[config.mk]
export PLATFORM = sky130hd
export DESIGN_NAME = tec_tracker
export DESIGN_NICKNAME = d
export VERILOG_FILES = /design/src/rtl/core/tile_edge_cleaner_assert.svh /design/src/rtl/core/tec_pkg.sv /design/src/rtl/core/tec_tracker.sv
export SDC_FILE = /design/constraint.sdc
export NUM_CORES = 1
export LEC_CHECK = 0
export BUFFER_PORTS_ARGS = -buffer_cell sky130_fd_sc_hd__buf_2
export CAP_MARGIN = 20
export CORE_UTILIZATION = 40
export CTS_CLUSTER_DIAMETER = 80
export CTS_CLUSTER_SIZE = 14
export DETAILED_ROUTE_END_ITERATION = 7
export GPL_TIMING_DRIVEN = 1
export PLACE_DENSITY_LB_ADDON = 0.12
export RECOVER_POWER = 100
export SYNTH_ARGS = -nofsm -noshare
export SYNTH_HDL_FRONTEND = slang
export SYNTH_SLANG_ARGS = --single-unit
[constraint.sdc]
create_clock -name clock -period 6.03 [get_ports clock]
set_input_delay 1.206 -clock clock [delete_from_list [all_inputs] [get_ports clock]]
set_output_delay 1.206 -clock clock [all_outputs]
set_load 0.01 [all_outputs]
[src/rtl/core/tile_edge_cleaner_assert.svh]
// ----------------------------------------------------------------------------
// Assertion macros for the tile edge cleaner
// Concurrent checks that compile away when SYNTH is defined.
// ----------------------------------------------------------------------------
`ifndef TILE_EDGE_CLEANER_ASSERT_SVH
`define TILE_EDGE_CLEANER_ASSERT_SVH

`ifndef SYNTH
// check under reset gating
`define TEC_ASSERT(lbl, prop, msg) \
   lbl: assert property (@(posedge clock) disable iff (reset) prop) else $error(msg);
// check that also holds during reset
`define TEC_ASSERT_ALWAYS(lbl, prop, msg) \
   lbl: assert property (@(posedge clock) prop) else $error(msg);
`else
`define TEC_ASSERT(lbl, prop, msg)
`define TEC_ASSERT_ALWAYS(lbl, prop, msg)
`endif

`endif

[src/rtl/core/tec_pkg.sv]
// ----------------------------------------------------------------------------
// tec_pkg
// Shared types and constants of the tile edge cleaner.
// ----------------------------------------------------------------------------
`default_nettype none

package tec_pkg;

   localparam int PIX_W   = 8;
   localparam int CNT_W   = 7;
   localparam int OUT_W   = 11;
   localparam int CSR_A_W = 3;
   localparam int DIM_W   = 12;
   localparam int WIN_W   = 4;
   localparam int THR_W   = 7;

   localparam logic [PIX_W-1:0] PIX_WHITE = 8'd255;
   localparam logic [PIX_W-1:0] PIX_EDGE  = 8'd0;

   typedef enum logic [CSR_A_W-1:0] {
      REG_IMAGE_WIDTH  = 3'd0,
      REG_IMAGE_HEIGHT = 3'd1,
      REG_WIN_WIDTH    = 3'd2,
      REG_WIN_HEIGHT   = 3'd3,
      REG_THRESHOLD    = 3'd4
   } csr_index_type;

   // position status of the next pixel
   typedef struct packed {
      logic in_tile;
      logic first;
      logic done;
   } tile_flags_type;

endpackage

`default_nettype wire

[src/rtl/core/tec_tracker.sv]
// ----------------------------------------------------------------------------
// tec_tracker
// Raster position of the next pixel and its place inside band and tile.
// ----------------------------------------------------------------------------
`default_nettype none

module tec_tracker #(
   parameter int PW = 12,
   parameter int RW = 12,
   parameter int KW = 4,
   parameter int IW = 3
) (
   input  wire logic                    clock,
   input  wire logic                    reset,
   input  wire logic                    restart,
   input  wire logic                    advance,
   input  wire logic [PW-1:0]           w,
   input  wire logic [RW-1:0]           h,
   input  wire logic [KW-1:0]           ww,
   input  wire logic [KW-1:0]           wh,
   output logic      [PW-1:0]           col,
   output logic      [RW-1:0]           row,
   output logic      [IW-1:0]           cit,
   output logic      [IW-1:0]           rib,
   output tec_pkg::tile_flags_type      flags
);

   logic [PW-1:0] col_ff, col_in;
   logic [RW-1:0] row_ff, row_in;
   logic [IW-1:0] cit_ff, cit_in;
   logic [IW-1:0] rib_ff, rib_in;
   logic [PW:0]   tile_end;
   logic [RW:0]   band_end;
   logic [KW-1:0] cit_inc;
   logic [KW-1:0] rib_inc;

   assign col = col_ff;
   assign row = row_ff;
   assign cit = cit_ff;
   assign rib = rib_ff;

   // a pixel lies in a full tile when its tile and band end inside the image
   assign tile_end = (PW+1)'(col_ff - PW'(cit_ff)) + (PW+1)'(ww);
   assign band_end = (RW+1)'(row_ff - RW'(rib_ff)) + (RW+1)'(wh);
   assign flags.in_tile = (tile_end <= (PW+1)'(w)) && (band_end <= (RW+1)'(h));
   assign flags.first   = (cit_ff == '0) && (rib_ff == '0);
   assign flags.done    = (KW'(cit_ff) == ww - KW'(1)) && (KW'(rib_ff) == wh - KW'(1));

   assign cit_inc = KW'(cit_ff) + KW'(1);
   assign rib_inc = KW'(rib_ff) + KW'(1);

   always_comb begin
      col_in = col_ff;
      row_in = row_ff;
      cit_in = cit_ff;
      rib_in = rib_ff;
      if (advance) begin
         col_in = col_ff + PW'(1);
         cit_in = (cit_inc >= ww) ? '0 : IW'(cit_inc);
         if (col_ff + PW'(1) >= w) begin
            col_in = '0;
            cit_in = '0;
            row_in = row_ff + RW'(1);
            rib_in = (rib_inc >= wh) ? '0 : IW'(rib_inc);
            if (row_ff + RW'(1) >= h) begin
               row_in = '0;
               rib_in = '0;
            end
         end
      end
   end

   always_ff @(posedge clock) begin
      if (reset || restart) begin
         col_ff <= '0;
         row_ff <= '0;
         cit_ff <= '0;
         rib_ff <= '0;
      end else begin
         col_ff <= col_in;
         row_ff <= row_in;
         cit_ff <= cit_in;
         rib_ff <= rib_in;
      end
   end

endmodule

`default_nettype wire
# [After elaboration in Yosys (flattened, before gate mapping)]
# Index checks and enable logic that the tools add are counted.
[totals] input_bits=36 out_inout_bits=33 ff_bits=30
[classes] mux=6 reduce_logical=7 n_addsub=10 eq_ne=2 magnitude_cmp=6
[op_table] op="adder 13 x 4 -> 13 bit" count=2
[op_table] op="<= comparator 13 x 12 -> 1 bit" count=2
[op_table] op="subtractor 12 x 3 -> 13 bit" count=2
[op_table] op="adder 12 x 1 -> 12 bit (second input constant)" count=2
[op_table] op="greater-or-equal comparator 12 bit" count=2
[op_table] op="2-to-1 mux 12 bit" count=2
[op_table] op="2-to-1 mux 3 bit" count=4
[op_table] op="adder 3 x 1 -> 4 bit (second input constant)" count=2
[op_table] op="equality test 3 x 4 -> 1 bit" count=2
[op_table] op="greater-or-equal comparator 4 bit" count=2
[op_table] op="subtractor 4 x 1 -> 4 bit (second input constant)" count=2
[op_table] op="zero test 3 bit" count=2
[op_table] op="logical AND 1 bit" count=3
[op_table] op="AND reduction 2 bit" count=1
[op_table] op="logical OR 1 bit" count=1

# [Depth between registers and ports, before layout]
# Gate-level depths: netlist of the first run.
[depth] word_depth=4 mapped_depth=19 ltp_nobuf=19

# [Worst setup path after synthesis of the first run]
# Ideal clock, no wire load.
[synth_timing] path_type="input -> output" startpoint="in ww[1]" endpoint="out flags[2] in the netlist's numbering" arrival_time_ps=4513 t_required_ps=4824 path_stages=15 slack_ps=311 path_cell_list="inv_1 > fa_1 > inv_1 > fa_1 > a211o_1 > a21oi_1 > and3b_1 > a31oi_1 > nand2b_1 > xor2_1 > ha_1 > a2111oi_0 > o211ai_1 > o311ai_0 > and4_1"
[synth_rtl] element="start, declared" line_no="tec_tracker.sv:19" text="input wire logic [KW-1:0] ww,"
[synth_rtl] element="end, declared" line_no="tec_tracker.sv:25" text="output tec_pkg::tile_flags_type flags"

==> summary.md, run 1 <==
| Metric | Value |
|---|---|
| Status | `finished, violations left` |
| Violated checks | `max-capacitance violations, max-slew violations` |
| Fin. Hold Viols | `0` |
| Fin crit share | `0.9715` |
| Syn_area_per_cell | `7.842 um2` |
| Crit Path Max Fanout | `3` |
| Fin nets | `between 800 and 900` |
| Worst Path Arrival | `4.65 ns` |
| Critical path class | `in -> out` |
| CP top delay family | `compound AO/OA/AOI/OAI gates` |
| Chip Width | `108.6 um` |
| Die height | `108.6 um` |
| Crit-path max cell delay | `0.53 ns` |
| H-tree depth | `2` |
| Worst min-delay path class | `reg -> reg` |
| Number of hold buffers added after CTS | `0` |
| Post-Syn Instances | `580` |
| YS warnings | `0` |
| First-pass GRT wire length | `roughly 20 mm` |
| Maximum clock rate | `roughly 170 MHz` |
| Clock latency on the worst-skew pair | `between 0.2 and 0.3 ns` |
| R2R Path Start | `col[0]` |
| Required time of the critical path | `between 4 and 5 ns` |
| Worst hold stages | `1` |
| Crit Reg-Reg Endpoint | `col[7]` |
| Layout Cells excl Fill | `between 800 and 900` |
| P_leak | `2.597 nW` |
| Slack of the worst reg-to-reg path | `1.24 ns` |
| Clock sink count | `30` |
| HP Start | `col[11]` |
| Syn Std Cell Area | `about 0.0045 mm2` |
| Max Cap Violations | `1` |
| Peak VDD IR | `0.1024 mV` |
| CTS tree | `done` |
| Minimum clock period | `5.858 ns` |
| Final Skew | `0.004912 ns` |
| Syn nets | `726` |
| Cell mode on critical path | `o21a_1` |
| Vias in the first global route | `between 4,000 and 5,000` |
| Setup TNS | `0 ns` |
| Share of cells above drive strength 1 | `0.1554` |
| CORE AREA | `0.01094 mm2` |
| Final wirelength | `11.68 mm` |
| Netlist cell types | `54` |
| Reg2Reg Depth | `14` |
| 1st-iter DRT viols | `142` |
| DP HPWL | `9.414 mm` |
| Tot GR Track Use | `0.2101` |
| Setup-failing EPs final | `0` |
| Full die area | `between 0.01 and 0.015 mm2` |
| Worst Setup End Kind | `output pin` |
| RSZ-0062 raised after global routing | `true` |
| P&R area growth vs syn | `19.15%` |
| Min-Delay Endpoint | `col[11]` |
| Yosys top cell area share | `0.2861` |
| Post-Place Cell Area | `0.005085 mm2` |
| Total CTS buffers | `5` |
| CTS root buffer | `clkbuf_16` |
| Final slew viol count | `19` |
| Worst path buffer plus inverter count | `4` |
| Top post-synthesis cells by area | `ha_1 (29%), dfxtp_1 (13%), inv_1 (6.9%)` |
| Vias per std cell | `roughly 5.3` |
| Part of the Yosys area used for sequential elements | `0.1320` |
| CP Launch Type | `input pin` |
| Cell row count | `38` |
| Io pins | `69` |
| Clock transition at path regs | `0.05 ns` |
| Number of synthesized register bits | `30` |
| Async set-reset flop share out of synthesis | `0` |
| Final hold slack | `0.5068 ns` |
| Worst slew pin tran | `1.508 ns` |
| Crit-path slowest cell | `fa_1` |
| Antenna-violating nets left | `0` |
| Initial core utilization | `0.4159` |
| Pre-antenna DRT Iters | `4` |
| # diodes | `0` |
| Worst-case clock buffer depth | `2` |
| PD cells | `134.8 mW/mm2` |
| GR Overflow Total | `0` |
| Largest net degree at the start of global routing | `19` |
| CP Launch Point | `wh[2]` |
| Cell taking the most area after synthesis | `ha_1` |
| Antenna violations before repair | `0` |
| WL per Instance | `14.55 um` |
| Top FF cell, synth | `dfxtp_1` |
| Slew headroom | `-0.005522` |
| GPL Wtd Cong | `between 0.8 and 0.9` |
| # DRC | `0` |
| Final Cell Area | `0.005419 mm2` |
| IO Port Bufs | `68` |
| Total power | `730.7 uW` |
| Critical path, cell by cell | `buf_4 > inv_2 > fa_1 > inv_1 > ha_4 > a211oi_4 > nor2_2 > o21a_1 > o21bai_2 > a21o_1 > nand2_2 > xnor2_2 > ha_4 > o21a_1 > o21a_1 > o32ai_2 > a31oi_1 > a211oi_2 > and4_1 > buf_2` |
| Placed cells | `785` |
| Via count | `about 4,200` |
| Post-synth EDFFs | `0` |
==> power breakdown <==
group	internal [mW]	switching, mW	total [mW]
clock network	0.204	0.0913	0.295
logic	0.117	0.118	0.235
registers	0.199	0.00134	0.201
total	0.520	0.211	0.731
==> metal layers <==
layer,vias up,part of all wire,track usage
met3,17,0.030,0.02092
met5,-,0,0
li1,2184,-,-
met2,72,0.48,0.3734
met4,0,0.020,0.06467
met1,1961,0.47,0.2657
==> state kept, by name, summed over array words and instances (netlist names) <==
| register | flops |
|---|---|
| row | 12 |
| rib | 3 |
| cit | 3 |
| col | 12 |
==> cell usage in the layout, fill, tap and decap left out, drive strengths merged, types with 4 or more instances in the layout <==
cell,n
a211o,5
a211oi,8
a21o,10
a21oi,43
a31oi,16
and2,4
and3,8
buf,60
clkbuf,37
dfxtp,30
fa,6
ha,104
inv,83
nand2,39
nand2b,18
nand3,12
nand4,9
nor2,23
nor2b,7
nor3,15
o21a,10
o21ai,36
o21bai,4
o22ai,5
or3,5
xnor2,34
xor2,11
==> kinds of logic (layout without fill, tap and decap cells) <==
kind of cell | count (synthesis) | in the layout | synth area share
AO/OA/AOI/OAI | 144 | 144 | 0.2063
flip-flops | 30 | 30 | 0.1321
XOR/XNOR | 45 | 45 | 0.08666
adder cells (fa/ha/maj) | 110 | 110 | 0.3125
AND/OR/NAND/NOR | 150 | 150 | 0.1722
multiplexers | 3 | 3 | 0.006603
buffers and inverters | 98 | 181 | 0.08363
==> how the worst max path moves through the flow <==
stage	endpoint	slack, ns	cells past startpoint
detailed placement	flags[2]	-0.17	17
floorplan	flags[2]	0.31	15
global placement	flags[2]	-0.07	18
global route	flags[2]	-0.08	20
finish	flags[2]	0.17	20
CTS	flags[2]	0.001	24
==> layout make-up <==
| class | count | area (um2) |
|---|---|---|
| Clock buffer | 6 | 138.9 |
| Clock inverter | 1 | 30.03 |
| Fill cell | 1116 | 5517 |
| Inverter | 83 | 314.1 |
| Multi-Input combinational cell | 452 | 3669 |
| Sequential cell | 30 | 600.6 |
| Tap cell | 140 | 175.2 |
| Timing Repair Buffer | 91 | 491.7 |
==> cell usage after synthesis (3+ instances only) <==
cell type / count
inv_1: 83
a31oi_1: 15
o21ai_1: 10
nor2_1: 23
xnor2_1: 34
a21o_1: 10
nand3_1: 11
nor3_1: 14
nand2b_1: 17
xor2_1: 11
o21a_1: 10
and3_1: 8
nand4_1: 9
fa_1: 6
dfxtp_1: 30
ha_1: 104
o21bai_1: 4
o21ai_0: 26
a211oi_2: 4
mux2i_1: 3
o22ai_1: 5
a211oi_1: 4
a211o_1: 4
nor2b_1: 7
clkbuf_1: 9
and2_1: 3
or3_1: 5
buf_2: 4
a21oi_1: 41
nand2_1: 39
==> per-stage QoR <==
stage / utilization / worst slack [ns]
after floorplan: - / 0.3112
after global placement: 0.4650 / -0.06937
after detailed placement: 0.4650 / -0.1667
after CTS: 0.4905 / 0.001454
after global routing: 0.4955 / -0.07673
final: 0.4955 / 0.1717
==> what timing repair did <==
item                       CTS  global route
setup buffers               11             1
pin swaps                    8            23
setup endpoints to repair    1             1
gates resized for setup      8            31
No activity file was read; power rests on OpenSTA's default activity.
==> run 2: changes to the inputs <==
- CTS_BUF_LIST: unset -> sky130_fd_sc_hd__clkbuf_8
- CTS_CLUSTER_SIZE: 14 -> 40
==> run 2 against run 1 <==
  * The flow still finishes with violations (max-capacitance violations, max-slew violations)
  * Sequential power barely moved
  * Global-route usage shrank 0.073 points
  * Clock power decreased by 26%
  * Fmax is 0.18% lower
  * Combinational power about the same
  * Non-clock buffer count increased by 1
  * Critical path type unchanged
  * Critical endpoint unchanged
  * Largest cell class unchanged
==> summary.md, run 2 (synthesis results as in run 1) <==
| Metric | Value |
|---|---|
| Status | `finished, violations left` |
| Violated checks | `max-capacitance violations, max-slew violations` |
| PD cells | `121.7 mW/mm2` |
| Io pins | `69` |
| Clock sink count | `30` |
| Slew headroom | `-0.02332` |
| Reg2Reg Depth | `14` |
| CTS tree | `done` |
| Final Cell Area | `~0.0054 mm2` |
| Antenna violations before repair | `0` |
| Via count | `4,252` |
| Slack of the worst reg-to-reg path | `1.21 ns` |
| Layout Cells excl Fill | `~800` |
| Minimum clock period | `5.869 ns` |
| GPL Wtd Cong | `0.8828` |
| R2R Path Start | `col[0]` |
| CP Launch Point | `ww[2]` |
| Worst min-delay path class | `reg -> reg` |
| Crit Reg-Reg Endpoint | `col[7]` |
| # diodes | `0` |
| Filler instances | `1,122` |
| Chip Width | `108.6 um` |
| GR Overflow Total | `0` |
| Peak VDD IR | `0.08315 mV` |
| CORE AREA | `0.01094 mm2` |
| P&R area growth vs syn | `18.07%` |
| Clock latency on the worst-skew pair | `between 0.2 and 0.3 ns` |
| Fin crit share | `0.9733` |
| CP endpoint | `flags[2]` |
| Setup-failing EPs final | `0` |
| RSZ-0062 raised after global routing | `true` |
| Crit Path Max Fanout | `3` |
| Critical path class | `in -> out` |
| Worst-case clock buffer depth | `2` |
| Final slew viol count | `19` |
| Post-Place Cell Area | `0.005085 mm2` |
| DP Worst Slack | `-0.1667 ns` |
| IO Port Bufs | `between 60 and 70` |
| Final wirelength | `11.74 mm` |
| Full die area | `0.01180 mm2` |
| Placed cells | `785` |
| Die height | `108.6 um` |
| Most frequent cells in the layout | `ha_1 (101), inv_1 (76), a21oi_1 (41)` |
| Tot GR Track Use | `0.2094` |
| Maximum clock rate | `170.4 MHz` |
| Total CTS buffers | `5` |
| H-tree depth | `2` |
| Largest net degree at the start of global routing | `19` |
| Vias in the first global route | `4,226` |
| Final Skew | `0.007145 ns` |
| Fin nets | `810` |
| Worst Setup End Kind | `output pin` |
| Final hold slack | `between 0.5 and 0.6 ns` |
| CTS root buffer | `clkbuf_8` |
| Vias per std cell | `roughly 5.3` |
| DP HPWL | `9.414 mm` |
| Worst Path Arrival | `4.66 ns` |
| Fin. Hold Viols | `0` |
| Share of cells above drive strength 1 | `0.1566` |
| Clock transition at path regs | `0.06 ns` |
| Max Cap Violations | `1` |
| Initial core utilization | `0.4159` |
| WL per Instance | `between 10 and 15 um` |
| # DRC | `0` |
| Setup TNS | `0 ns` |
| CP Launch Type | `input pin` |
| P_leak | `2.576 nW` |
| Pre-antenna DRT Iters | `4` |
| Number of hold buffers added after CTS | `0` |
| Required time of the critical path | `4.82 ns` |
| Cell row count | `38` |
| Final WS setup | `0.1612 ns` |
| First-pass GRT wire length | `19.62 mm` |
| Worst slew pin tran | `between 1.5 and 2 ns` |
| Commonest non-fill, non-tap cell in the layout | `ha_1` |
| 1st-iter DRT viols | `179` |
| Antenna-violating nets left | `0` |
## run 2: cell count changes in the layout (fill, tap and decap cells not counted)
cell,change
clkbuf_8,+5
buf_4,+1
clkbuf_16,-5
## run 2: worst min-delay path by stage
| stage | endpoint | startpoint | cells past startpoint | slack (ns) |
|---|---|---|---|---|
| 2_1_floorplan | row[1] | row[1] | 2 | 0.51 |
| 3_3_place_gp | row[1] | row[1] | 2 | 0.49 |
| 3_5_place_dp | col[11] | col[11] | 1 | 0.50 |
| 4_1_cts | row[1] | row[1] | 2 | 0.51 |
| 5_1_grt | col[11] | col[11] | 1 | 0.54 |
| 6_report | col[11] | col[11] | 1 | 0.51 |
## run 2: what timing repair did
action | in CTS | in global routing
setup endpoints to repair | 1 | 1
buffers inserted | 11 | 1
pin swaps | 8 | 23
cloned | 0 | 0
gates resized for setup | 8 | 31
## run 2: per-layer routing
layer	GRT usage	part of all wire	vias up
met3	0.02451	0.032	18
li1	-	-	2189
met2	0.3689	0.47	81
met5	0	0	-
met4	0.07046	0.024	0
met1	0.2629	0.47	1964
## run 2: power by group
group          leakage [nW]  switching (mW)  internal [mW]
registers             0.242         0.00134          0.199
clock network        0.0573          0.0844          0.132
logic                  2.28           0.119          0.117
## run 2: cell type report
| type | count | area, um2 | share of cell area |
|---|---|---|---|
| timing repair buffer | 92 | 499.2 | 0.09296 |
| clock inverter | 1 | 30.03 | 0.005592 |
| multi-input combinational | 452 | 3669 | 0.6831 |
| tap | 140 | 175.2 | 0.03262 |
| inverter | 83 | 314.1 | 0.05848 |
| clock buffer | 6 | 82.58 | 0.01538 |
| sequential | 30 | 600.6 | 0.1118 |
## run 2: worst max-delay path: stages
cell and delay [ns]:
buf_2 0.10, inv_2 0.05, fa_1 0.51, inv_2 0.05, ha_4 0.26, a211o_1 0.14
a21oi_1 0.06, and3b_2 0.27, a31oi_4 0.10, buf_6 0.13, buf_4 0.12, buf_4 0.12
buf_4 0.12, buf_4 0.12, buf_4 0.12, buf_4 0.12, buf_4 0.12, buf_4 0.12
buf_4 0.12, buf_4 0.12, a21oi_2 0.12, xnor2_1 0.12, and4_1 0.22, buf_2 0.13
## run 2: per-stage QoR
stage               total power [mW]    util
detailed placement            0.4093  0.4650
finish                        0.6533  0.4911
global placement              0.4049  0.4650
global route                  0.6968  0.4911
CTS                           0.6455  0.4854
floorplan                     0.3470       -
