## src/rtl/core/tile_edge_cleaner_assert.svh

```systemverilog
// ----------------------------------------------------------------------------
// Assertion macros for the tile edge cleaner
// Concurrent checks that compile away when SYNTH is defined.
// ----------------------------------------------------------------------------
`ifndef TILE_EDGE_CLEANER_ASSERT_SVH
`define TILE_EDGE_CLEANER_ASSERT_SVH

`ifndef SYNTH
// check under reset gating
`define TEC_ASSERT(lbl, prop, msg) \
   lbl: assert property (@(posedge clock) disable iff (reset) prop) else $error(msg);
// check that also holds during reset
`define TEC_ASSERT_ALWAYS(lbl, prop, msg) \
   lbl: assert property (@(posedge clock) prop) else $error(msg);
`else
`define TEC_ASSERT(lbl, prop, msg)
`define TEC_ASSERT_ALWAYS(lbl, prop, msg)
`endif

`endif

```

## src/rtl/core/tec_ram.sv

```systemverilog
// ----------------------------------------------------------------------------
// tec_ram
// Simple dual-port RAM, one write port, one registered read port.
// ----------------------------------------------------------------------------
`default_nettype none

module tec_ram #(
   parameter int WIDTH = 8,
   parameter int DEPTH = 16
) (
   input  wire logic                     clock,
   input  wire logic                     wr_en,
   input  wire logic [$clog2(DEPTH)-1:0] wr_addr,
   input  wire logic [WIDTH-1:0]         wr_data,
   input  wire logic [$clog2(DEPTH)-1:0] rd_addr,
   output logic      [WIDTH-1:0]         rd_data
);

   logic [WIDTH-1:0] mem_ff [DEPTH];

   always_ff @(posedge clock) begin
      if (wr_en) begin
         mem_ff[wr_addr] <= wr_data;
      end
      rd_data <= mem_ff[rd_addr];
   end

endmodule

`default_nettype wire

```

## config.mk

```make
export PLATFORM = sky130hd
export DESIGN_NAME = tec_ram
export DESIGN_NICKNAME = d
export VERILOG_FILES = /design/src/rtl/core/tile_edge_cleaner_assert.svh /design/src/rtl/core/tec_ram.sv
export SDC_FILE = /design/constraint.sdc
export NUM_CORES = 1
export LEC_CHECK = 0
export BUFFER_PORTS_ARGS = -buffer_cell sky130_fd_sc_hd__buf_2
export CAP_MARGIN = 20
export CELL_PAD_IN_SITES_DETAIL_PLACEMENT = 1
export CELL_PAD_IN_SITES_GLOBAL_PLACEMENT = 1
export CORE_MARGIN = 2
export CORE_UTILIZATION = 30
export DETAILED_ROUTE_END_ITERATION = 10
export GPL_ROUTABILITY_DRIVEN = 0
export HOLD_SLACK_MARGIN = 0.1
export PLACE_DENSITY_LB_ADDON = 0.15
export SETUP_SLACK_MARGIN = 0.4
export SLEW_MARGIN = 25
export SYNTH_ARGS = -nofsm -noshare
export SYNTH_HDL_FRONTEND = slang
export SYNTH_SLANG_ARGS = --single-unit
```

## constraint.sdc

```tcl
create_clock -name clock -period 1.9 [get_ports clock]
set_clock_uncertainty 0.05 [all_clocks]
set_input_delay 0.095 -clock clock [delete_from_list [all_inputs] [get_ports clock]]
set_output_delay 0.095 -clock clock [all_outputs]
set_load 0.01 [all_outputs]
```

# Yosys cells after proc, flatten, opt, wreduce, memory -nomap -nowiden
# Memories as Yosys holds them, arrays and structs flattened. A register that Yosys moved wholly into a read port is not among the register bits.
# Cells that the tools add are included.
# W data, S select, Z words.
# word_totals
ff_bits,0
latch_bits,0
ramBits,128
mem_bits_ro,0
input_bits,18
output_inout_bits,8
elab_cells,3
mem_count,1
# op_classes
addsub,0
n_mul,0
n_div,0
n_lt_le_gt_ge,0
n_eq_ne,0
shift,0
mux,2
n_bitwise,0
reduce_logical,0
# mem_list
memory,depth,width,rd,rd_ports_with_merged_regs,write_ports,line,source
mem_ff,16,8,1,1,1,tec_ram.sv:19,logic [WIDTH-1:0] mem_ff [DEPTH];
# ops
operator,count
$mux W1,2

# Depth between registers and ports, before layout
# Gate-level depths: netlist (run 1).
# depth
ltp_word,2
depth_mapped,5
mapped_depth_nobuf,3

# Worst setup path before layout (run 1)
# No wires, ideal clock.
# synth_path
kind,in2reg
from,input wr_addr[2]
to,memory mem_ff[0][0] (enable)
setup_ps,383
arrival_time_ps,1205
t_required_ps,1467
setup_slack_ps,262
cell_stages,2
cell_sequence,or3b_2 -> nor3_1
# synth_lines
item,line,source
"start, declared",tec_ram.sv:13,"input wire logic [$clog2(DEPTH)-1:0] wr_addr,"
"end, declared",tec_ram.sv:19,
# No word-level cell before the write port.

==> summary.txt, run 1 <==
Status
  • Outcome: completed

Routing
  • DR pass1 iterations: 4
  • Total Wirelength: 11300 um
  • Detailed-route via count: 2401
  • Met2 wire len: 5340 um
  • Via-to-Cell Ratio: 4.57
  • Antenna Nets Post-Route: 0
  • DR WL/cell: 21.4 um
  • WL met1: 5390 um
  • First DRT Iteration DRCs: 189
  • Residual DRC count: 0
  • Top layer in use: met4
  • WL met3: 363 um

Logic synthesis
  • Xor/xnor share of the synthesized area: 0
  • Dominant cell type by area after synthesis: edfxtp_1
  • Syn. warnings: 0
  • Compound-Gate Fraction of Synth Area: 0.0233
  • Synth cell types: 19
  • Synth Area in Adders: 0
  • Mapped Area: 0.00515 mm2
  • Synthesized Nets: 247
  • Gate Count Post-Synth: 229
  • #FFs+latches synth: 136
  • Post-synth top area share: 0.747
  • Sequential element share of the synthesized area: 0.778
  • Mean post-synth cell area: 22.5 um2
  • Synth top area cells: edfxtp_1, mux4_2, mux4_1, dfxtp_1, a22oi_1
  • Synth Area in Simple Gates: 0.0318
  • Multiplexer share of the synthesized area: 0.150
  • Largest family of logic cells by synthesized area: multiplexers

Job
  • Max Cap Violations: 0

GRT
  • Global-route wire length before repair: 16800 um
  • Vias in the first global route: 2536
  • GRT overflow: 0
  • Initial antenna violation count: 0
  • Overall routing resource usage: 0.135
  • Pin count of the biggest net entering global routing: 33

Layout
  • Layout Cell Area excl Fill: 0.00639 mm2
  • Area Growth Syn to Fin: 24.2%
  • Nets@finish: 310
  • Share of layout cells above drive strength 1: 0.318
  • Most frequent cells in the layout: edfxtp_1, buf_2, mux4_2, buf_4, clkbuf_16
  • Commonest non-fill, non-tap cell in the layout: edfxtp_1
  • Antenna diodes: 0

Critical path
  • WS Path Type: reg -> reg
  • Crit. Startpoint: mem_ff[1][0]
  • Crit path max fanout: 1
  • Crit path to: rd_data[0]
  • WP data arrival: 1.67 ns
  • CP cell instances: mux4_1 -> a22oi_1 -> nand2_1
  • CP top delay family: multiplexers
  • Reg2Reg Capture Point: rd_data[0]
  • CP Data Required Time: 2.14 ns
  • Bufs and invs on worst path: 0
  • Worst R2R Setup Slack: 0.47 ns
  • CP max stage cell: mux4_1
  • Element type at the critical path end: flip-flop
  • Cell count of the worst reg-to-reg path: 3
  • CP peak stage delay: 0.53 ns
  • Crit path depth: 3
  • CP Launch Type: flip-flop
  • Worst r2r src: mem_ff[1][0]

Die
  • Die X: 135 um
  • Site Rows: 47
  • Die area: 0.0182 mm2
  • Io pins: 26
  • Initial cell density of the core: 0.308
  • Die height: 135 um
  • Core Box Area: 0.0167 mm2

Hold path
  • Type of the tightest min-delay check: in -> reg

CTS
  • Clk sinks: 136
  • CTS Buffer Depth: 2
  • Clock Root Buffer: clkbuf_16
  • Worst-path clk slew: 0.06 ns
  • CTS tree: done
  • H-tree depth: 4
  • Clk_lat worst skew: 0.41 ns
  • Num CTS Buffers: 17

STA
  • Fin crit share: 0.752
  • Final slew viol count: 0
  • RSZ-0062 raised after global routing: no
  • Max-slew headroom: 0.686
  • Final min period: 1.43 ns
  • Final hold vios: 0
  • Setup-failing EPs final: 0
  • Final TNS setup: 0 ns
  • Least-Margin Pin Slew: 0.472 ns
  • Fmax: 700 MHz

Pwr
  • Pwr dens: 1140 mW/mm2
  • Pleak: 2.17 nW
  • Max VDD drop: 0.000586 V

Placed design
  • DP HPWL: 7200 um
  • Cell Area, Placed: 0.00566 mm2
  • Port Buffers: 25
-- timing repair --
action	CTS	global route
gates resized for setup	0	3
buffers inserted	0	0
setup endpoints to repair	0	3
hold buffers	8	0
endpoints found under the hold margin	128	0
-- per-stage QoR --
| stage | std cells | utilization | setup slack [ns] | power, mW | hold slack, ns |
|---|---|---|---|---|---|
| floorplan | 229 | - | 0.489 | 3.61 | 0.144 |
| detailed placement | 485 | 0.339 | 0.307 | 3.78 | 0.445 |
| finish | 525 | 0.383 | 0.471 | 7.27 | 0.216 |
| CTS | 525 | 0.382 | 0.435 | 7.33 | 0.206 |
| global placement | 485 | 0.339 | 0.294 | 3.77 | 0.437 |
| global route | 525 | 0.383 | 0.418 | 7.48 | 0.234 |
-- layout make-up --
cell class                      instances  area [um2]
Fill cell                            1635       10300
Sequential cell                       136        4000
Multi-Input combinational cell         83        1080
Clock buffer                           23         468
Timing Repair Buffer                   54         400
Tap cell                              220         275
Clock inverter                          9         170
-- metal layers --
layer  GRT usage  up-vias
met2       0.207       49
met4      0.0590        0
met1       0.183     1241
met5           0        -
li1            -     1099
met3      0.0315       12
-- cell usage after synthesis --
cell and number:
nor2b_1 1, edfxtp_1 128, nor2_1 13, nor3_1 4, a22oi_1 16, dfxtp_1 8, mux4_2 18, nand3_1 1
nand2b_1 2, buf_6 3, or3b_2 1, clkdlybuf4s25_2 3, buf_4 1, buf_2 3, nand3b_1 2, nand2_1 9
and2b_1 1, and2_1 1, mux4_1 14
-- how the worst min path moves through the flow --
stage,from,cells after the start,slack [ns],to
6_report,wr_addr[0],3,0.22,mem_ff[0][5]
3_5_place_dp,rd_data[0],1,0.45,rd_data[0]
3_3_place_gp,wr_data[2],1,0.44,mem_ff[7][2]
4_1_cts,wr_addr[0],3,0.21,mem_ff[4][0]
5_1_grt,wr_addr[0],3,0.23,mem_ff[0][5]
2_1_floorplan,wr_data[0],0,0.14,mem_ff[0][0]
-- power by group --
group / total (mW) / internal (mW) / switching, mW
clock: 3.54 / 2.39 / 1.15
combinational: 0.347 / 0.154 / 0.194
sequential: 3.37 / 3.36 / 0.0188
total: 7.27 / 5.90 / 1.37
-- flip-flops by register name, summed over array words and instances, names as in the netlist --
name	count
mem_ff	128
rd_data	8
-- worst reg2reg max path, stage by stage (launching register included) --
cell and delay (ns):
edfxtp_1 0.37, mux4_1 0.53, a22oi_1 0.28, nand2_1 0.09
-- cell families after synthesis --
logic type,after synthesis
multiplexers,32
AND/OR/NAND/NOR,35
flip-flops,136
AO/OA/AOI/OAI,16
buffers and inverters,10
Note: power is estimated with default switching activity, not from simulation.
==> run 2, diff against run 1 <==
--- a/config.mk
+++ b/config.mk
@@ -5,6 +5,7 @@
 export SDC_FILE = /design/constraint.sdc
 export NUM_CORES = 1
 export LEC_CHECK = 0
+export ABC_AREA = 1
 export BUFFER_PORTS_ARGS = -buffer_cell sky130_fd_sc_hd__buf_2
 export CAP_MARGIN = 20
 export CELL_PAD_IN_SITES_DETAIL_PLACEMENT = 1
==> constraint.sdc (replaced) <==
create_clock -name clock -period 1.4 [get_ports clock]
set_clock_uncertainty 0.05 [all_clocks]
set_input_delay 0.07 -clock clock [delete_from_list [all_inputs] [get_ports clock]]
set_output_delay 0.07 -clock clock [all_outputs]
set_load 0.01 [all_outputs]
==> run 2 against run 1 <==
Effect of this change:
- routed wire length increased by 36%
- critical path depth decreased by 2
- power increased by 31%
- critical path type is now reg -> out
- critical endpoint is now rd_data[4]
==> summary.txt, run 2 <==
Placed design
  • DP HPWL: 9480 um (was 7200 um)
  • Cell Area, Placed: 0.00628 mm2 (was 0.00566 mm2)
  • Pre-CTS WS: 0.155 ns (was 0.307 ns)
  • Port Buffers: 25 (unchanged)

Layout
  • Area Growth Syn to Fin: 23.3% (was 24.2%)
  • Biggest register: mem_ff (unchanged)
  • Fillers: 2082 (was 1635)
  • Layout Cell Area excl Fill: 0.00711 mm2 (was 0.00639 mm2)
  • Antenna diodes: 0 (unchanged)
  • Nets@finish: 627 (was 310)
  • Most frequent cells in the layout: nand2_1, edfxtp_1, inv_1 (was edfxtp_1, buf_2, mux4_2, buf_4, clkbuf_16)
  • Commonest non-fill, non-tap cell in the layout: nand2_1 (was edfxtp_1)
  • Top flop regs: mem_ff x128, rd_data x8 (unchanged)
  • Share of layout cells above drive strength 1: 0.188 (was 0.318)
  • Max reg flops: 128 (unchanged)

GRT
  • Met2 Use GR: 0.272 (was 0.207)
  • Overall routing resource usage: 0.162 (was 0.135)
  • Global-route wire length before repair: 23900 um (was 16800 um)
  • Met1 Use GR: 0.210 (was 0.183)
  • Pin count of the biggest net entering global routing: 62 (was 33)
  • GRT overflow: 0 (unchanged)
  • Initial antenna violation count: 0 (unchanged)
  • Busiest grt layer: met2 (unchanged)
  • Vias in the first global route: 4005 (was 2536)
  • GRT met3 Usage: 0.0302 (was 0.0315)

Critical path
  • Cell count of the worst reg-to-reg path: 6 (was 3)
  • Crit path depth: 1 (was 3)
  • CP top delay family: flip-flops (was multiplexers)
  • Bufs and invs on worst path: 1 (was 0)
  • CP Launch Type: flip-flop (unchanged)
  • Crit path max fanout: 1 (unchanged)
  • WP data arrival: 0.88 ns (was 1.67 ns)
  • CP cell instances: buf_6 (was mux4_1 -> a22oi_1 -> nand2_1)
  • Element type at the critical path end: primary output (was flip-flop)
  • CP peak stage delay: 0.35 ns (was 0.53 ns)
  • CP max stage cell: dfxtp_2 (was mux4_1)
  • WS Path Type: reg -> out (was reg -> reg)
  • CP Data Required Time: 1.28 ns (was 2.14 ns)

Logic synthesis
  • Post-synth EDFFs: 128 (unchanged)
  • Syn. warnings: 0 (unchanged)
  • Dominant cell type by area after synthesis: edfxtp_1 (unchanged)
  • Mapped Area: 0.00577 mm2 (was 0.00515 mm2)
  • Primary FF master, synth: edfxtp_1 (unchanged)
  • Gate Count Post-Synth: 551 (was 229)
  • Sequential element share of the synthesized area: 0.694 (was 0.778)
  • Synthesized Nets: 569 (was 247)
  • Most common cell in the netlist: nand2_1 (was edfxtp_1)
  • Synth cell types: 12 (was 19)
  • #FFs+latches synth: 136 (unchanged)
  • Asr flop ratio synth: 0 (unchanged)
  • Post-synth top area share: 0.667 (was 0.747)
  • Synth top area cells: edfxtp_1, nand2_1, nand3_1, inv_1, dfxtp_1 (was edfxtp_1, mux4_2, mux4_1, dfxtp_1, a22oi_1)
  • Mean post-synth cell area: 10.5 um2 (was 22.5 um2)
  • Post-synth top cells: nand2_1, edfxtp_1, inv_1 (was edfxtp_1, mux4_2, a22oi_1)

CTS
  • Clk_lat worst skew: 0.42 ns (was 0.41 ns)
  • CTS Buffer Depth: 2 (unchanged)
  • Clk sinks: 136 (unchanged)
  • Clock Root Buffer: clkbuf_16 (unchanged)
  • H-tree depth: 4 (unchanged)
  • CTS tree: done (unchanged)
  • Worst-path clk slew: 0.06 ns (about the same)
  • Num CTS Buffers: 17 (unchanged)

Job
  • Max Cap Violations: 0 (unchanged)

STA
  • Least-Margin Pin Slew: 0.486 ns (was 0.472 ns)
  • Final WS setup: 0.400 ns (was 0.471 ns)
  • Hold slack: 0.115 ns (was 0.216 ns)
  • Final min period: 1.00 ns
  • Final TNS setup: 0 ns (unchanged)
  • Fin crit share: 0.714
  • Fmax: 1000 MHz
  • Setup-failing EPs final: 0 (unchanged)
  • Max-slew headroom: 0.676 (was 0.686)
  • Final hold vios: 0 (unchanged)
  • RSZ-0062 raised after global routing: yes (was no)
  • Final slew viol count: 0 (unchanged)

Status
  • Outcome: completed (unchanged)

Die
  • Die X: 143 um (was 135 um)
  • Die height: 143 um (was 135 um)
  • Core Box Area: 0.0188 mm2 (was 0.0167 mm2)
  • Initial cell density of the core: 0.307 (was 0.308)
  • Io pins: 26 (unchanged)
  • Die area: 0.0203 mm2 (was 0.0182 mm2)
  • Site Rows: 50 (was 47)

Routing
  • Detailed-route via count: 3890 (was 2401)
  • DR WL/cell: 17.9 um (was 21.4 um)
  • Total Wirelength: 15300 um (was 11300 um)
  • DR pass1 iterations: 4 (unchanged)
  • First DRT Iteration DRCs: 230 (was 189)
  • Residual DRC count: 0 (unchanged)
  • Antenna Nets Post-Route: 0 (unchanged)
  • Via-to-Cell Ratio: 4.54 (was 4.57)

Pwr
  • Max VDD drop: 0.000846 V (was 0.000586 V)
  • Pleak: 3.05 nW (was 2.17 nW)
  • Tot Pwr: 9.54 mW (was 7.27 mW)
  • Pwr dens: 1340 mW/mm2 (was 1140 mW/mm2)

Hold path
  • Cells on Worst Hold Path: 5 (was 3)
  • Type of the tightest min-delay check: in -> reg (unchanged)
[run 2: area by class of cell]
cell class | count | area [um2] | share of cell area
clock buffers | 17 | 425 | 0.0598
clock inverters | 15 | 136 | 0.0192
inverters | 102 | 383 | 0.0539
multi-input cells | 289 | 1350 | 0.190
flip-flops and latches | 136 | 4010 | 0.564
well taps | 234 | 293 | 0.0412
repair buffers | 63 | 513 | 0.0722
[run 2: stage by stage]
step,util,instances
3_3_place_gp,0.335,813
4_1_cts,0.374,856
5_1_grt,0.379,856
3_5_place_dp,0.335,813
2_1_floorplan,-,551
6_report,0.379,856
[run 2: layer usage]
metal | share of wire | vias up | routed length [um]
li1 | - | 1890 | -
met1 | 0.47 | 1922 | 7180
met2 | 0.49 | 55 | 7470
met3 | 0.025 | 23 | 379
met4 | 0.018 | 0 | 282
met5 | 0 | - | 0
[run 2: worst paths after layout]
check | from | end | slack (ns)
max | rd_data[4] | rd_data[4] | 0.40
min | rd_addr[1] | rd_data[5] | 0.12
max reg2reg | mem_ff[3][7] | rd_data[7] | 0.42
min reg2reg | mem_ff[10][7] | rd_data[7] | 0.61
[run 2: logic make-up after synthesis]
| family | count (synthesis) | synth area share |
|---|---|---|
| buf+inv | 126 | 0.0952 |
| simple gates | 289 | 0.210 |
| flops | 136 | 0.694 |
[run 2: what timing repair did]
item	CTS	global route
endpoints found under the hold margin	135	0
endpoints found under the setup margin	11	16
hold buffers	11	0
resized for setup	15	19
pin swaps	4	9
gates cloned	0	0
setup buffers	0	0
[run 2: where the power goes]
part / leakage, nW / switching (mW) / internal, mW
combinational: 1.55 / 0.438 / 0.232
clock: 0.271 / 1.70 / 2.58
sequential: 1.22 / 0.0291 / 4.55
total: 3.05 / 2.17 / 7.37
==> run 3, diff against run 2 <==
==> constraint.sdc (replaced) <==
create_clock -name clock -period 0.9 [get_ports clock]
set_clock_uncertainty 0.05 [all_clocks]
set_input_delay 0.045 -clock clock [delete_from_list [all_inputs] [get_ports clock]]
set_output_delay 0.045 -clock clock [all_outputs]
set_load 0.01 [all_outputs]
==> run 3 against run 2 <==
Effect of this change:
- the flow now finishes with violations (hold timing, setup timing)
- global-route usage is 0.59 points higher
- routed wire length is 5.1% higher
- final cell count stayed put
- first-iteration DRC count is 10% higher
- via count is 0.51% lower
- register-to-register slack worse by 0.52 ns
- combinational power is 96% higher
- power is 57% higher
- clock-buffer cell count is 3 higher
- sequential share of layout area is 4.5 points lower
- non-clock buffer count stayed put
- sequential cell count stayed put
==> summary.txt, run 3 (synthesis gave the netlist of run 2 again) <==
STA
  • Setup-failing EPs final: 16 (was 0)
  • Fmax: 1000 MHz
  • Final WS setup: -0.0990 ns (was 0.400 ns)
  • Final hold vios: 17 (was 0)
  • Fin crit share: 1.11
  • Final slew viol count: 0 (unchanged)
  • RSZ-0062 raised after global routing: yes (unchanged)
  • Hold slack: -0.0682 ns (was 0.115 ns)
  • Final min period: 0.999 ns
  • Final TNS setup: -1.17 ns (was 0 ns)
  • Max-slew headroom: 0.735 (was 0.676)
  • Least-Margin Pin Slew: 0.397 ns (was 0.486 ns)

Die
  • Core Box Area: 0.0188 mm2 (unchanged)
  • Die X: 143 um (unchanged)
  • Io pins: 26 (unchanged)
  • Die height: 143 um (unchanged)
  • Die area: 0.0203 mm2 (unchanged)
  • Site Rows: 50 (unchanged)
  • Initial cell density of the core: 0.307 (unchanged)

Pwr
  • Max VDD drop: 0.00113 V (was 0.000846 V)
  • Sequential share of power: 0.476 (was 0.481)
  • Switching share of total power: 0.229 (was 0.227)
  • Combinational group share of total power: 0.087 (was 0.070)
  • Clock share of power: 0.437 (was 0.449)
  • Pleak: 3.23 nW (was 3.05 nW)
  • Pwr dens: 1940 mW/mm2 (was 1340 mW/mm2)
  • P_sw: 3.43 mW (was 2.17 mW)
  • Pint: 11.6 mW (was 7.37 mW)

Layout
  • Most frequent cells in the layout: nand2_1, edfxtp_1, inv_1 (unchanged)
  • Final std cells w/o fill: 856 (unchanged)
  • Area Growth Syn to Fin: 34.0% (was 23.3%)
  • Nets@finish: 627 (unchanged)
  • Max reg flops: 128 (unchanged)
  • Core Util, Final: 0.412 (was 0.379)
  • Layout Cell Area excl Fill: 0.00773 mm2 (was 0.00711 mm2)
  • Reg area: 0.00401 mm2 (about the same)
  • Antenna diodes: 0 (unchanged)
  • Commonest non-fill, non-tap cell in the layout: nand2_1 (unchanged)
  • Top flop regs: mem_ff x128, rd_data x8 (unchanged)
  • Footprint of the multi-input gates: 0.00173 mm2 (was 0.00135 mm2)
  • Fillers: 2043 (was 2082)
  • Biggest register: mem_ff (unchanged)
  • Share of layout cells above drive strength 1: 0.305 (was 0.188)

CTS
  • Worst-path clk slew: 0.06 ns (about the same)
  • Clock Root Buffer: clkbuf_16 (unchanged)
  • Num CTS Buffers: 17 (unchanged)
  • H-tree depth: 4 (unchanged)
  • CTS Buffer Depth: 2 (unchanged)
  • CTS tree: done (unchanged)
  • Clk sinks: 136 (unchanged)
  • Clk_lat worst skew: 0.42 ns (about the same)

Critical path
  • CP max stage cell: edfxtp_1 (was dfxtp_2)
  • Bufs and invs on worst path: 1 (unchanged)
  • CP cell instances: inv_1 -> nand2_1 -> nand3_1 -> nand3_2 -> nand3_2 -> nand2_1 (was buf_6)
  • Element type at the critical path end: flip-flop (was primary output)
  • CP Data Required Time: 1.16 ns (was 1.28 ns)
  • CP Launch Type: flip-flop (unchanged)
  • WS Path Type: reg -> reg (was reg -> out)
  • Crit path max fanout: 1 (unchanged)
  • CP peak stage delay: 0.39 ns (was 0.35 ns)
  • WP data arrival: 1.26 ns (was 0.88 ns)
  • CP top delay family: simple AND/OR/NAND/NOR gates (was flip-flops)

GRT
  • GRT overflow: 0 (unchanged)
  • Met2 Use GR: 0.279 (was 0.272)
  • Initial antenna violation count: 0 (unchanged)
  • Busiest grt layer: met2 (unchanged)
  • Vias in the first global route: 3970 (was 4005)
  • GRT met3 Usage: 0.0309 (was 0.0302)
  • Global-route wire length before repair: 24400 um (was 23900 um)
  • Pin count of the biggest net entering global routing: 43 (was 62)
  • Overall routing resource usage: 0.168 (was 0.162)
  • Met1 Use GR: 0.221 (was 0.210)

Routing
  • First DRT Iteration DRCs: 254 (was 230)
  • DR pass1 iterations: 4 (unchanged)
  • Detailed-route via count: 3870 (was 3890)
  • Total Wirelength: 16100 um (was 15300 um)
  • Via-to-Cell Ratio: 4.52 (was 4.54)
  • DR WL/cell: 18.8 um (was 17.9 um)
  • Antenna Nets Post-Route: 0 (unchanged)
  • Residual DRC count: 0 (unchanged)

Status
  • Violated checks: hold timing, setup timing
  • Outcome: finished with violations (was completed)

Placed design
  • DP HPWL: 10400 um (was 9480 um)
  • Cell Area, Placed: 0.00669 mm2 (was 0.00628 mm2)
  • Port Buffers: 25 (unchanged)
  • Pre-CTS WS: -0.353 ns (was 0.155 ns)
  • Placed Instances: 822 (was 813)

Hold path
  • Type of the tightest min-delay check: in -> reg (unchanged)

Job
  • Max Cap Violations: 0 (unchanged)
run 3: path summary, 6_finish.rpt:
check,cells past startpoint,slack (ns),from,endpoint
worst max-delay path,6,-0.1,mem_ff[4][0],rd_data[0]
worst min-delay path,4,-0.07,rd_addr[3],rd_data[3]
worst max register to register,6,-0.1,mem_ff[4][0],rd_data[0]
worst min register to register,6,0.64,mem_ff[3][3],rd_data[3]
run 3: area by class of cell:
cell class	count	area share
repair buffers	63	0.0983
inverters	102	0.0508
clock buffers	20	0.0565
well taps	234	0.0379
flip-flops and latches	136	0.519
multi-input cells	289	0.223
clock inverters	12	0.0141
run 3: stage by stage:
| stage | power, mW | hold slack [ns] |
|---|---|---|
| finish | 15.0 | -0.0682 |
| global route | 15.5 | -0.0481 |
| CTS | 15.1 | -0.0599 |
| detailed placement | 8.40 | 0.392 |
| global placement | 8.38 | 0.393 |
| floorplan | 7.81 | 0.0939 |
run 3: power by group through the flow:
stage	clock (mW)	sequential, mW	combinational (mW)
2_1_floorplan	0	7.27	0.545
3_3_place_gp	0	7.27	1.11
3_5_place_dp	0	7.27	1.13
4_1_cts	6.67	7.15	1.26
5_1_grt	6.94	7.15	1.43
6_report	6.55	7.14	1.31
run 3: worst min-delay path, stage by stage:
cell and delay, ns:
buf_2 0.11, inv_1 0.09, nand3_2 0.08, nand2_1 0.04
run 3: repair_timing:
| action | CTS | global route |
|---|---|---|
| resized for setup | 61 | 45 |
| pin swaps | 21 | 26 |
| setup buffers | 2 | 0 |
| setup endpoints to repair | 144 | 144 |
| endpoints found under the hold margin | 136 | 136 |
run 3: per-layer routing:
metal	vias up	part of all wire
met5	-	0
met4	0	0.016
met3	15	0.024
met2	37	0.50
met1	1925	0.46
li1	1893	-
